===== src/sv/first_fit_heap_allocator_macros.svh =====
// Assertion macros for the heap allocator
`ifndef FIRST_FIT_HEAP_ALLOCATOR_MACROS_SVH
`define FIRST_FIT_HEAP_ALLOCATOR_MACROS_SVH
`ifndef ASSERT_OFF
`define FFH_ASSERT(label, clk, rst_n, prop, msg) \
  label: assert property (@(posedge clk) disable iff (!rst_n) prop) else $error(msg);
`define FFH_ASSERT_RST(label, clk, prop, msg) \
  label: assert property (@(posedge clk) prop) else $error(msg);
`else
`define FFH_ASSERT(label, clk, rst_n, prop, msg)
`define FFH_ASSERT_RST(label, clk, prop, msg)
`endif
`endif


===== src/sv/ffha_pkg.sv =====
`timescale 1ns / 1ps
// ----------------------------------------------------------------------------
// ffha_pkg
// Shared types and codes of the first-fit heap allocator.
// ----------------------------------------------------------------------------
package ffha_pkg;
  localparam logic CMD_ALLOC = 1'b0;
  localparam logic CMD_FREE  = 1'b1;
  localparam logic [1:0] ST_ALLOCATED = 2'd0;
  localparam logic [1:0] ST_NO_MEM    = 2'd1;
  localparam logic [1:0] ST_FREED     = 2'd2;

  // datapath commands
  localparam logic [3:0] OP_NONE     = 4'd0;
  localparam logic [3:0] OP_LOAD     = 4'd1;  // latch request, b = 0
  localparam logic [3:0] OP_RD       = 4'd2;  // issue header read at b
  localparam logic [3:0] OP_CAPT     = 4'd3;  // capture header read data
  localparam logic [3:0] OP_ADV      = 4'd4;  // b += span(h)
  localparam logic [3:0] OP_TAKE_A   = 4'd5;  // write taken header
  localparam logic [3:0] OP_TAKE_B   = 4'd6;  // write remainder header
  localparam logic [3:0] OP_APPEND   = 4'd7;  // write header at break, bump break
  localparam logic [3:0] OP_SETFREE  = 4'd8;  // write h|free at b
  localparam logic [3:0] OP_MSTART   = 4'd9;  // m = b, total = round4(size), next = b+span
  localparam logic [3:0] OP_MRD      = 4'd10; // read header at next
  localparam logic [3:0] OP_MABS     = 4'd11; // absorb header at next
  localparam logic [3:0] OP_MPUT     = 4'd12; // write merged header at m
  localparam logic [3:0] OP_MJUMP    = 4'd13; // b = next
  localparam logic [3:0] OP_RES      = 4'd14; // load result register
  localparam logic [3:0] OP_RESTART  = 4'd15; // b = 0 (merge pass)

  typedef struct packed {
    logic [3:0] op;
    logic [1:0] res_status;
  } ffha_cmd_t;

  typedef struct packed {
    logic is_free;       // request is free
    logic in_chain;      // b < break
    logic next_in_chain; // next < break
    logic h_free;
    logic fits;          // h free and size >= req
    logic split;
    logic hn_free;
    logic addr_hit;      // b + 4 == addr
    logic no_room;
    logic merged;
  } ffha_sts_t;
endpackage


===== src/sv/ffha_ctrl.sv =====
`timescale 1ns / 1ps
// ----------------------------------------------------------------------------
// ffha_ctrl
// Sequencer for allocate, free and merge walks, plus the output valid register.
// ----------------------------------------------------------------------------
`include "first_fit_heap_allocator_macros.svh"
module ffha_ctrl (
  input  logic clk,
  input  logic rst_n,
  input  logic in_valid,
  output logic in_stall,
  output logic out_valid,
  input  logic out_stall,
  input  ffha_pkg::ffha_sts_t sts,
  output ffha_pkg::ffha_cmd_t cmd
);
  import ffha_pkg::*;
  localparam logic [3:0] S_IDLE = 4'd0, S_RD = 4'd1, S_WAIT = 4'd2, S_CAPT = 4'd3,
                         S_DEC = 4'd4, S_SPLIT = 4'd5, S_MRD = 4'd6, S_MWAIT = 4'd7,
                         S_MCHK = 4'd8, S_MEND = 4'd9, S_RES = 4'd10, S_OUT = 4'd11;

  logic [3:0] state_r, state_nxt;
  logic       merge_r, merge_nxt;  // walking in merge pass
  logic       ovalid_r, ovalid_nxt;
  logic [1:0] rst_st;

  always_comb begin
    state_nxt = state_r; merge_nxt = merge_r; ovalid_nxt = ovalid_r;
    cmd.op = OP_NONE; cmd.res_status = ST_ALLOCATED; rst_st = ST_ALLOCATED;
    if (ovalid_r && !out_stall) ovalid_nxt = 1'b0;
    case (state_r)
      S_IDLE: if (in_valid) begin
        cmd.op = OP_LOAD; merge_nxt = 1'b0; state_nxt = S_RD;
      end
      S_RD: begin
        if (!sts.in_chain) begin
          if (merge_r || sts.is_free) begin
            state_nxt = S_RES;
          end else if (sts.no_room) begin
            state_nxt = S_RES;
          end else begin
            cmd.op = OP_APPEND; state_nxt = S_RES;
          end
        end else begin
          cmd.op = OP_RD; state_nxt = S_WAIT;
        end
      end
      S_WAIT: state_nxt = S_CAPT;
      S_CAPT: begin cmd.op = OP_CAPT; state_nxt = S_DEC; end
      S_DEC: begin
        if (merge_r) begin
          if (sts.h_free) begin cmd.op = OP_MSTART; state_nxt = S_MRD; end
          else begin cmd.op = OP_ADV; state_nxt = S_RD; end
        end else if (!sts.is_free) begin
          if (sts.fits) begin
            cmd.op = OP_TAKE_A;
            state_nxt = sts.split ? S_SPLIT : S_RES;
          end else begin cmd.op = OP_ADV; state_nxt = S_RD; end
        end else if (sts.addr_hit) begin
          cmd.op = OP_SETFREE; merge_nxt = 1'b1; state_nxt = S_OUT;
        end else begin cmd.op = OP_ADV; state_nxt = S_RD; end
      end
      S_OUT: begin cmd.op = OP_RESTART; state_nxt = S_RD; end
      S_SPLIT: begin cmd.op = OP_TAKE_B; state_nxt = S_RES; end
      S_MRD: begin
        if (sts.next_in_chain) begin cmd.op = OP_MRD; state_nxt = S_MWAIT; end
        else state_nxt = S_MEND;
      end
      // keep the read address on next so the read data holds for the check
      S_MWAIT: begin cmd.op = OP_MRD; state_nxt = S_MCHK; end
      S_MCHK: begin
        if (sts.hn_free) begin cmd.op = OP_MABS; state_nxt = S_MRD; end
        else state_nxt = S_MEND;
      end
      S_MEND: begin
        if (sts.merged) cmd.op = OP_MPUT;
        state_nxt = S_RES;
        merge_nxt = 1'b1;
      end
      S_RES: begin
        if (merge_r && sts.in_chain) begin
          // still walking merge chain: continue at next
          cmd.op = OP_MJUMP; state_nxt = S_RD;
        end else if (!ovalid_r || !out_stall) begin
          if (sts.is_free) rst_st = ST_FREED;
          else if (!sts.in_chain && sts.no_room && !merge_r)
            rst_st = ST_NO_MEM;
          cmd.op = OP_RES; cmd.res_status = rst_st;
          ovalid_nxt = 1'b1; state_nxt = S_IDLE; merge_nxt = 1'b0;
        end
      end
      default: state_nxt = S_IDLE;
    endcase
  end

  always_ff @(posedge clk) begin
    if (!rst_n) begin
      state_r <= S_IDLE; merge_r <= 1'b0; ovalid_r <= 1'b0;
    end else begin
      state_r <= state_nxt; merge_r <= merge_nxt; ovalid_r <= ovalid_nxt;
    end
  end

  assign in_stall  = (state_r != S_IDLE);
  assign out_valid = ovalid_r;

  `FFH_ASSERT(a_accept_idle, clk, rst_n, (in_valid && !in_stall) |=> (state_r == S_RD), "accept must start walk")
  `FFH_ASSERT(a_res_once, clk, rst_n, (cmd.op == OP_RES) |=> out_valid, "result not posted")
  `FFH_ASSERT_RST(a_reset_idle, clk, (!rst_n) |=> (!out_valid && state_r == S_IDLE), "reset state")
endmodule


===== config.mk =====
export PLATFORM = sky130hd
export DESIGN_NAME = ffha_ctrl
export DESIGN_NICKNAME = d
export VERILOG_FILES = /design/src/sv/ffha_pkg.sv /design/src/sv/ffha_ctrl.sv
export VERILOG_INCLUDE_DIRS = /design/src /design/src/sv
export SDC_FILE = /design/constraint.sdc
export NUM_CORES = 1
export LEC_CHECK = 0
export BUFFER_PORTS_ARGS = -buffer_cell sky130_fd_sc_hd__clkbuf_2
export CAP_MARGIN = 20
export CELL_PAD_IN_SITES_DETAIL_PLACEMENT = 1
export CELL_PAD_IN_SITES_GLOBAL_PLACEMENT = 1
export CORE_AREA = 2 2 48 50
export CTS_BUF_LIST = sky130_fd_sc_hd__clkbuf_8
export DETAILED_ROUTE_END_ITERATION = 8
export DIE_AREA = 0 0 50 52
export PLACE_DENSITY = 0.9
export SYNTH_ARGS = -nofsm -noshare
export SYNTH_HDL_FRONTEND = slang
export SYNTH_SLANG_ARGS = --single-unit

===== constraint.sdc =====
create_clock -name clk -period 3.1 [get_ports clk]
set_input_delay 0.465 -clock clk [delete_from_list [all_inputs] [get_ports clk]]
set_output_delay 0.465 -clock clk [all_outputs]
set_load 0.01 [all_outputs]

==> flow_metrics.tcl, run 1 <==
set metrics [dict create \
    first_global_vias 946 \
    worst_clock_skew_ns 0.00117 \
    placedCellCount 155 \
    synth-simple-area-share 0.392 \
    hold_class "reg -> reg" \
    post_cts.resized_instances 0 \
    clk_path_buf_depth 2 \
    core.rowCount 17 \
    synthTopCellsByArea "dfxtp_1 (15%), a31oi_1 (8.5%), nand2_1 (6.5%)" \
    drive_gt1_frac 0.231 \
    grt_max_degree 22 \
    die_y_um 52 \
    groute.usage.overall 0.220 \
    dp_hpwl_um 2040 \
    start_kind "flop" \
    period_share 0.768 \
    cap_viol_max_count 0 \
    num_io_pins 22 \
    post_synth_xor_area_fraction 0 \
    grt_overflow_total 0 \
    numPortBuffers 21 \
    commonest_cells_after_routing_fill_and_taps_aside "clkbuf_2 (21), nand2_1 (14), a31oi_1 (11)" \
    number_of_synthesis_warnings 0 \
    async_flop_share 0 \
    finalHoldViolCount 0 \
    viasPerCell 5.91 \
    grt_setup_unrepaired "false" \
    routed_wirelength_um 2580 \
    number_of_design_rule_violations_left_after_detail_routing 0 \
    antenna_found_initial 0 \
    drt_iter0_markers 24 \
    run_status "completed" \
    antenna_left 0 \
    worst_ep_arrival_time_ns 1.92 \
    power_density_nw_per_um2 566 \
    die-area_um2 2600 \
    effective_utilization_at_floorplan 0.384 \
    drt_pass1_iterations 4 \
    proportion_of_netlist_area_held_by_the_largest_area_contributor 0.149 \
    most_common_cell_after_layout_fill_and_taps_aside "clkbuf_2" \
    layout.core_utilization 0.448 \
    synthesis.area_per_instance_um2 7.03 \
    report.final.slew_viol_count 0 \
    clock-sinks 6 \
    combinational_family_with_the_most_area_after_synthesis "simple AND/OR/NAND/NOR gates" \
    ys_dominant_reg_cell "dfxtp_1" \
    cts-hold-fix-buffers 0 \
    synthMuxAreaShare 0 \
    timing_worst_slew_pin_value_ns 0.659 \
    cts_buffers 3 \
    worst_skew_pair.late_latency_ns 0.22 \
    finalCriticalPeriod_ns 2.38 \
    critical_path.max_fanout 12 \
    netlist_instances 115 \
    synth_nets 133 \
    endpoint_kind_of_the_worst_setup_timing_path "primary output" \
    max_clock_freq_ghz 0.420 \
    vdd_ir_drop_max_mv 0.398 \
    filler_cell_count 274 \
    drt-wirelength-per-cell_um 16.4 \
    ff_to_ff_setup_slack_ns 1.31 \
    routabilityCongestion 0.844 \
    htree_num_levels 1 \
    fp.dieW_um 50 \
    vias 933 \
    synth.ff_latch_count 6 \
    share_of_synthesized_cell_area_in_full_adder_half_adder_and_majority_cells 0.0619 \
    synth-edff-count 0 \
    fin_setup_tns_ns 0 \
    num_antenna_cells 0 \
    seq_area_frac_synth 0.149 \
    clock_tree.root_cell "clkbuf_8" \
    areaGrowthSynthToFinish_pct 16.7 \
    p_leak_nw 0.388 \
    critical_path_class "reg -> out" \
    layout.nets 150 \
    synth_area_um2 808 \
    post_cts.repair.setup_buffers 0 \
    grt_pass1_wl_um 4370 \
    finalNonFillerCells 158 \
    core_um2 2110 \
    final-setup-viol-count 0 \
    synth_compound_area_frac 0.327 \
    synth_top_area_cell "dfxtp_1" \
    tritoncts_clock_tree "built" \
    yosysUniqueCellTypes 42 \
    clk_pin_slew_ns 0.03 \
    max_slew_headroom 0.560 \
    crit_required_ns 2.63 \
]
sequential cells by signal, summed over array words and instances, names as in the netlist:
| signal | cells |
|---|---|
| merge_r | 1 |
| out_valid | 1 |
| state_r | 4 |
synthesized netlist by cell type, types with 2 or more instances:
cell type,instances
or2_2,2
a31oi_1,11
o21ai_0,4
nand2_1,14
nand3_1,4
a21oi_1,5
ha_1,4
buf_2,7
nor2b_1,6
nand2b_1,2
dfxtp_1,6
a21boi_1,2
and2_1,4
or3_1,3
nor2_1,6
o21a_1,2
a2bb2oi_1,2
nand3b_1,2
o22ai_1,3
inv_1,3
o31ai_1,2
power breakdown:
part	switching [W]	internal, W	total [W]
combinational	0.000159	0.000122	0.000282
sequential	0.0000490	0.0000911	0.000140
clock	0.0000294	0.0000830	0.000112
worst paths after layout:
check | cells past startpoint | from | to
max | 6 | state_r[3] | cmd[5]
min | 2 | state_r[2] | state_r[2]
max reg2reg | 6 | state_r[2] | state_r[0]
min reg2reg | 2 | state_r[2] | state_r[2]
logic make-up after synthesis:
family,Yosys count
AOI/OAI and AO/OA,39
adders and majority gates,4
buffers and inverters,12
DFF,6
and+or+nand+nor,54
stage by stage:
stage	instance area, um2	hold slack, ns	worst slack [ns]	total power [W]
after global routing	943	0.534	0.530	0.000580
after global placement	902	0.505	0.935	0.000404
after detailed placement	902	0.520	0.928	0.000418
final	943	0.524	0.719	0.000534
after floorplan	808	0.484	1.30	0.000338
after CTS	943	0.525	0.691	0.000536
layer usage:
layer,track usage,vias to the layer above,share of wire
li1,-,462,-
met1,0.271,435,0.45
met2,0.375,28,0.48
met3,0.00862,8,0.031
met4,0.139,0,0.030
met5,0,-,0
layout make-up:
type | instances | area (um2) | area share
Multi-Input combinational cell | 97 | 631 | 0.668
Sequential cell | 6 | 120 | 0.127
Timing Repair Buffer | 21 | 105 | 0.111
Clock buffer | 3 | 41.3 | 0.0438
Tap cell | 28 | 35.0 | 0.0371
Inverter | 3 | 11.3 | 0.0119
worst max-delay path, cell delays in order (launching register included):
cell      delay, ns
dfxtp_1        0.32
inv_1          0.09
ha_1           0.38
or3b_1         0.44
a21o_1         0.18
a31oi_1        0.15
clkbuf_2       0.15
No activity file was read; power rests on OpenSTA's default activity.
==> run 2: changes to the inputs <==
CORE_AREA = 2 2 52 54   (was 2 2 48 50)
DIE_AREA = 0 0 54 56   (was 0 0 50 52)
PLACE_DENSITY = 0.82   (was 0.9)
clock period = 2.1 ns   (was 3.1 ns; I/O delays follow)
==> flow_metrics.tcl, run 2 (same netlist as run 1, synthesis figures left out) <==
set metrics [dict create \
    run_status "completed" \
    antenna_found_initial 0 \
    drive_gt1_frac 0.374 \
    max_slew_headroom 0.709 \
    final_cell_area_um2 1070 \
    clock-sinks 6 \
    ff_to_ff_setup_slack_ns 0.28 \
    power_density_nw_per_um2 835 \
    clk_pin_slew_ns 0.03 \
    routabilityCongestion 0.839 \
    worst_ep_arrival_time_ns 1.72 \
    period_share 0.971 \
    grt_pass1_wl_um 4580 \
    clock_tree.root_cell "clkbuf_8" \
    power.combinational.fraction 0.597 \
    most_common_cell_after_layout_fill_and_taps_aside "clkbuf_2" \
    p_leak_nw 0.448 \
    critical_path_class "reg -> out" \
    num_antenna_cells 0 \
    viasPerCell 5.97 \
    drt-wirelength-per-cell_um 17.5 \
    vdd_ir_drop_max_mv 0.507 \
    tritoncts_clock_tree "built" \
    postPlaceCellArea_um2 950 \
    critical_path.max_fanout 7 \
    p_int_w 0.000502 \
    first_global_vias 991 \
    start_kind "flop" \
    dp_hpwl_um 2220 \
    max_clock_freq_ghz 0.491 \
    num_io_pins 22 \
    endpoint_kind_of_the_worst_setup_timing_path "primary output" \
    sequential_cell_area_um2 125 \
    routed_wirelength_um 2960 \
    core_um2 2430 \
    antenna_left 0 \
    worst_clock_skew_ns 0.000895 \
    grt_max_degree 13 \
    crit_required_ns 1.78 \
    top_register "state_r" \
    power.share.sequential 0.211 \
    timing_worst_slew_pin_value_ns 0.437 \
    finalCriticalPeriod_ns 2.04 \
    final-setup-viol-count 0 \
    net-switching-power_w 0.000395 \
    multi_input_comb_area_um2 687 \
    htree_num_levels 1 \
    report.power.total_w 0.000897 \
    finalNonFillerCells 169 \
    fin_setup_tns_ns 0 \
    layout.core_utilization 0.442 \
    p_clk_frac 0.191 \
    number_of_design_rule_violations_left_after_detail_routing 0 \
    commonest_cells_after_routing_fill_and_taps_aside "clkbuf_2 (20), nand2_1 (14), a31oi_1 (11)" \
    finalHoldViolCount 0 \
    drt_pass1_iterations 4 \
    die_y_um 56 \
    worst_skew_pair.late_latency_ns 0.22 \
    die-area_um2 3020 \
    sw_frac_of_total 0.440 \
    layout.nets 159 \
    placedCellCount 163 \
    drt_iter0_markers 18 \
    clk_path_buf_depth 2 \
    groute.usage.overall 0.200 \
    core.rowCount 18 \
    fp.dieW_um 54 \
    report.final.slew_viol_count 0 \
    largest_register_ff_count 4 \
    areaGrowthSynthToFinish_pct 33.0 \
    numPortBuffers 21 \
    grt_overflow_total 0 \
    vias 1009 \
    effective_utilization_at_floorplan 0.332 \
    hold_class "in -> reg" \
    filler_cell_count 319 \
    cap_viol_max_count 0 \
    cts_buffers 3 \
]
## run 2: stage by stage
step | setup slack, ns | hold WS, ns
after floorplan | 0.449 | 0.443
after global placement | 0.192 | 0.517
after detailed placement | 0.115 | 0.536
after CTS | 0.0172 | 0.421
after global routing | -0.00629 | 0.445
final | 0.0619 | 0.417
## run 2: final cells by class
type / count / share of cell area
repair buffers: 30 / 0.161
inverters: 3 / 0.0105
well taps: 30 / 0.0349
clock buffers: 3 / 0.0384
multi-input cells: 97 / 0.639
flip-flops and latches: 6 / 0.116
## run 2: critical path, stage by stage (launching register included)
cell and delay (ns):
dfxtp_2 0.34, inv_1 0.17, ha_4 0.21, a21oi_1 0.09, a311o_1 0.35, a31oi_1 0.19
clkbuf_2 0.16
## run 2: timing repair
item                       in CTS  in global routing
setup endpoints to repair       3                  4
buffers inserted                0                  3
cloned                          0                  0
hold buffers                    0                  0
resized for setup               7                 11
## run 2: metal layers
| layer | share of wire | vias up | track usage |
|---|---|---|---|
| li1 | - | 483 | - |
| met1 | 0.47 | 499 | 0.272 |
| met2 | 0.49 | 25 | 0.321 |
| met3 | 0.029 | 2 | 0.0108 |
| met4 | 0.0074 | 0 | 0.0821 |
| met5 | 0 | - | 0 |
## run 2: power groups by stage
stage	combinational [W]	sequential, W	clock [W]
floorplan	0.000352	0.000147	0
global placement	0.000465	0.000177	0
detailed placement	0.000486	0.000181	0
CTS	0.000497	0.000182	0.000179
global route	0.000587	0.000194	0.000182
finish	0.000536	0.000190	0.000172
## run 2: path summary, 6_finish.rpt
path,to,cells past startpoint,startpoint
setup / recovery,cmd[2],6,state_r[2]
hold reg to reg,state_r[2],2,state_r[2]
hold / removal,merge_r,2,rst_n
setup reg to reg,state_r[1],8,state_r[3]
==> run 3: changes to the inputs <==
clock period = 1.7 ns   (was 2.1 ns; I/O delays follow)
==> flow_metrics.tcl, run 3 (same netlist as run 1, synthesis figures left out) <==
set metrics [dict create \
    whs_path_cells 2 \
    endpoint_kind_of_the_worst_setup_timing_path "primary output" \
    start_kind "flop" \
    final-setup-viol-count 5 \
    clock_tree.root_cell "clkbuf_8" \
    finalHoldViolCount 0 \
    failed_checks "negative setup slack" \
    viasPerCell 5.92 \
    worst_ep_arrival_time_ns 1.63 \
    htree_num_levels 1 \
    core.rowCount 18 \
    areaGrowthSynthToFinish_pct 66.7 \
    commonest_cells_after_routing_fill_and_taps_aside "buf_4 (26), clkbuf_2 (16), nand2_1 (13)" \
    met3_length_um 155 \
    finalCriticalPeriod_ns 1.89 \
    crit_required_ns 1.44 \
    grt_pass1_wl_um 5300 \
    run_status "complete, but fails checks" \
    period_share 1.11 \
    critical_path_class "reg -> out" \
    numPortBuffers 21 \
    die-area_um2 3020 \
    num_io_pins 22 \
    clock-sinks 6 \
    dp_hpwl_um 2470 \
    placedCellCount 180 \
    tritoncts_clock_tree "built" \
    timing_worst_slew_pin_value_ns 0.369 \
    sequential_cell_area_um2 136 \
    max_clock_freq_ghz 0.530 \
    drt_pass1_iterations 4 \
    antenna_left 0 \
    p_leak_nw 0.581 \
    cap_viol_max_count 0 \
    drt-wirelength-per-cell_um 19.2 \
    m1WireLength_um 1540 \
    number_of_design_rule_violations_left_after_detail_routing 0 \
    drt_iter0_markers 21 \
    power_density_nw_per_um2 1020 \
    vdd_ir_drop_max_mv 0.611 \
    routed_wirelength_um 3630 \
    filler_cell_count 304 \
    critical_path.max_fanout 3 \
    groute.usage.overall 0.238 \
    multi_input_comb_area_um2 782 \
    core_um2 2430 \
    routabilityCongestion 0.945 \
    report.final.slew_viol_count 0 \
    clk_pin_slew_ns 0.04 \
    clk_path_buf_depth 2 \
    largest_register_ff_count 4 \
    hold_class "in -> reg" \
    post-route-worst-setup-slack_ns -0.188 \
    fin_hold_ws_ns 0.354 \
    layout.nets 179 \
    max_slew_headroom 0.753 \
    grt_max_degree 11 \
    worst_clock_skew_ns 0.00300 \
    fp.dieW_um 54 \
    first_global_vias 1118 \
    drive_gt1_frac 0.547 \
    top_signal_layer_used "met4" \
    antenna_found_initial 0 \
    routed-wl-met2_um 1840 \
    finalNonFillerCells 189 \
    num_antenna_cells 0 \
    grt_overflow_total 0 \
    worstRegToRegCells 6 \
    grt_setup_unrepaired "true" \
    cts_buffers 3 \
    vias 1119 \
    place_worst_setup_slack_ns -0.111 \
    top_register "state_r" \
    most_common_cell_after_layout_fill_and_taps_aside "buf_4" \
    worst_skew_pair.late_latency_ns 0.23 \
    effective_utilization_at_floorplan 0.332 \
    die_y_um 56 \
]
-- run 3: changes by cell type in the layout (fill, tap and decap cells not counted), sizes merged --
cell and change:
clkbuf -4, buf +24
-- run 3: worst paths after layout --
kind         startpoint          to  slack (ns)
max          state_r[3]      cmd[5]       -0.19
min               rst_n  state_r[1]        0.35
max reg2reg     merge_r  state_r[1]        0.03
min reg2reg  state_r[1]  state_r[0]        0.57
-- run 3: per-stage QoR --
step           power (W)  utilization  instance area, um2  TNS, ns
2_1_floorplan   0.000616            -                 808        0
3_3_place_gp    0.000890        0.443                1080  -0.0245
3_5_place_dp    0.000920        0.443                1080   -0.240
4_1_cts          0.00130        0.518                1260   -0.578
5_1_grt          0.00147        0.554                1350    -1.02
6_report         0.00138        0.554                1350   -0.599
-- run 3: what timing repair did --
action                     in CTS  in global routing
pin swaps                      10                  6
buffers inserted                3                  3
gates resized for setup        32                 20
hold buffers                    0                  0
setup endpoints to repair      10                  9
-- run 3: cell type report --
class / count / area share
repair buffers: 50 / 0.248
well taps: 30 / 0.0279
inverters: 3 / 0.0121
multi-input cells: 97 / 0.580
flip-flops and latches: 6 / 0.101
clock buffers: 3 / 0.0306
-- run 3: metal layers --
layer | global-route usage | vias to the layer above
met3 | 0.0215 | 10
met4 | 0.118 | 0
met5 | 0 | -
met1 | 0.306 | 544
li1 | - | 525
met2 | 0.382 | 40
-- run 3: where the power goes --
part           internal, W  total [W]  switching, W
Clock             0.000153   0.000221     0.0000686
Sequential        0.000178   0.000241     0.0000627
Combinational     0.000445   0.000918      0.000473
-- run 3: critical path, cell delays in order (launching register included) --
cell and delay (ns):
dfxtp_4 0.35, inv_4 0.07, ha_4 0.14, or3b_4 0.37, a21o_1 0.18, a31oi_1 0.15, buf_2 0.15
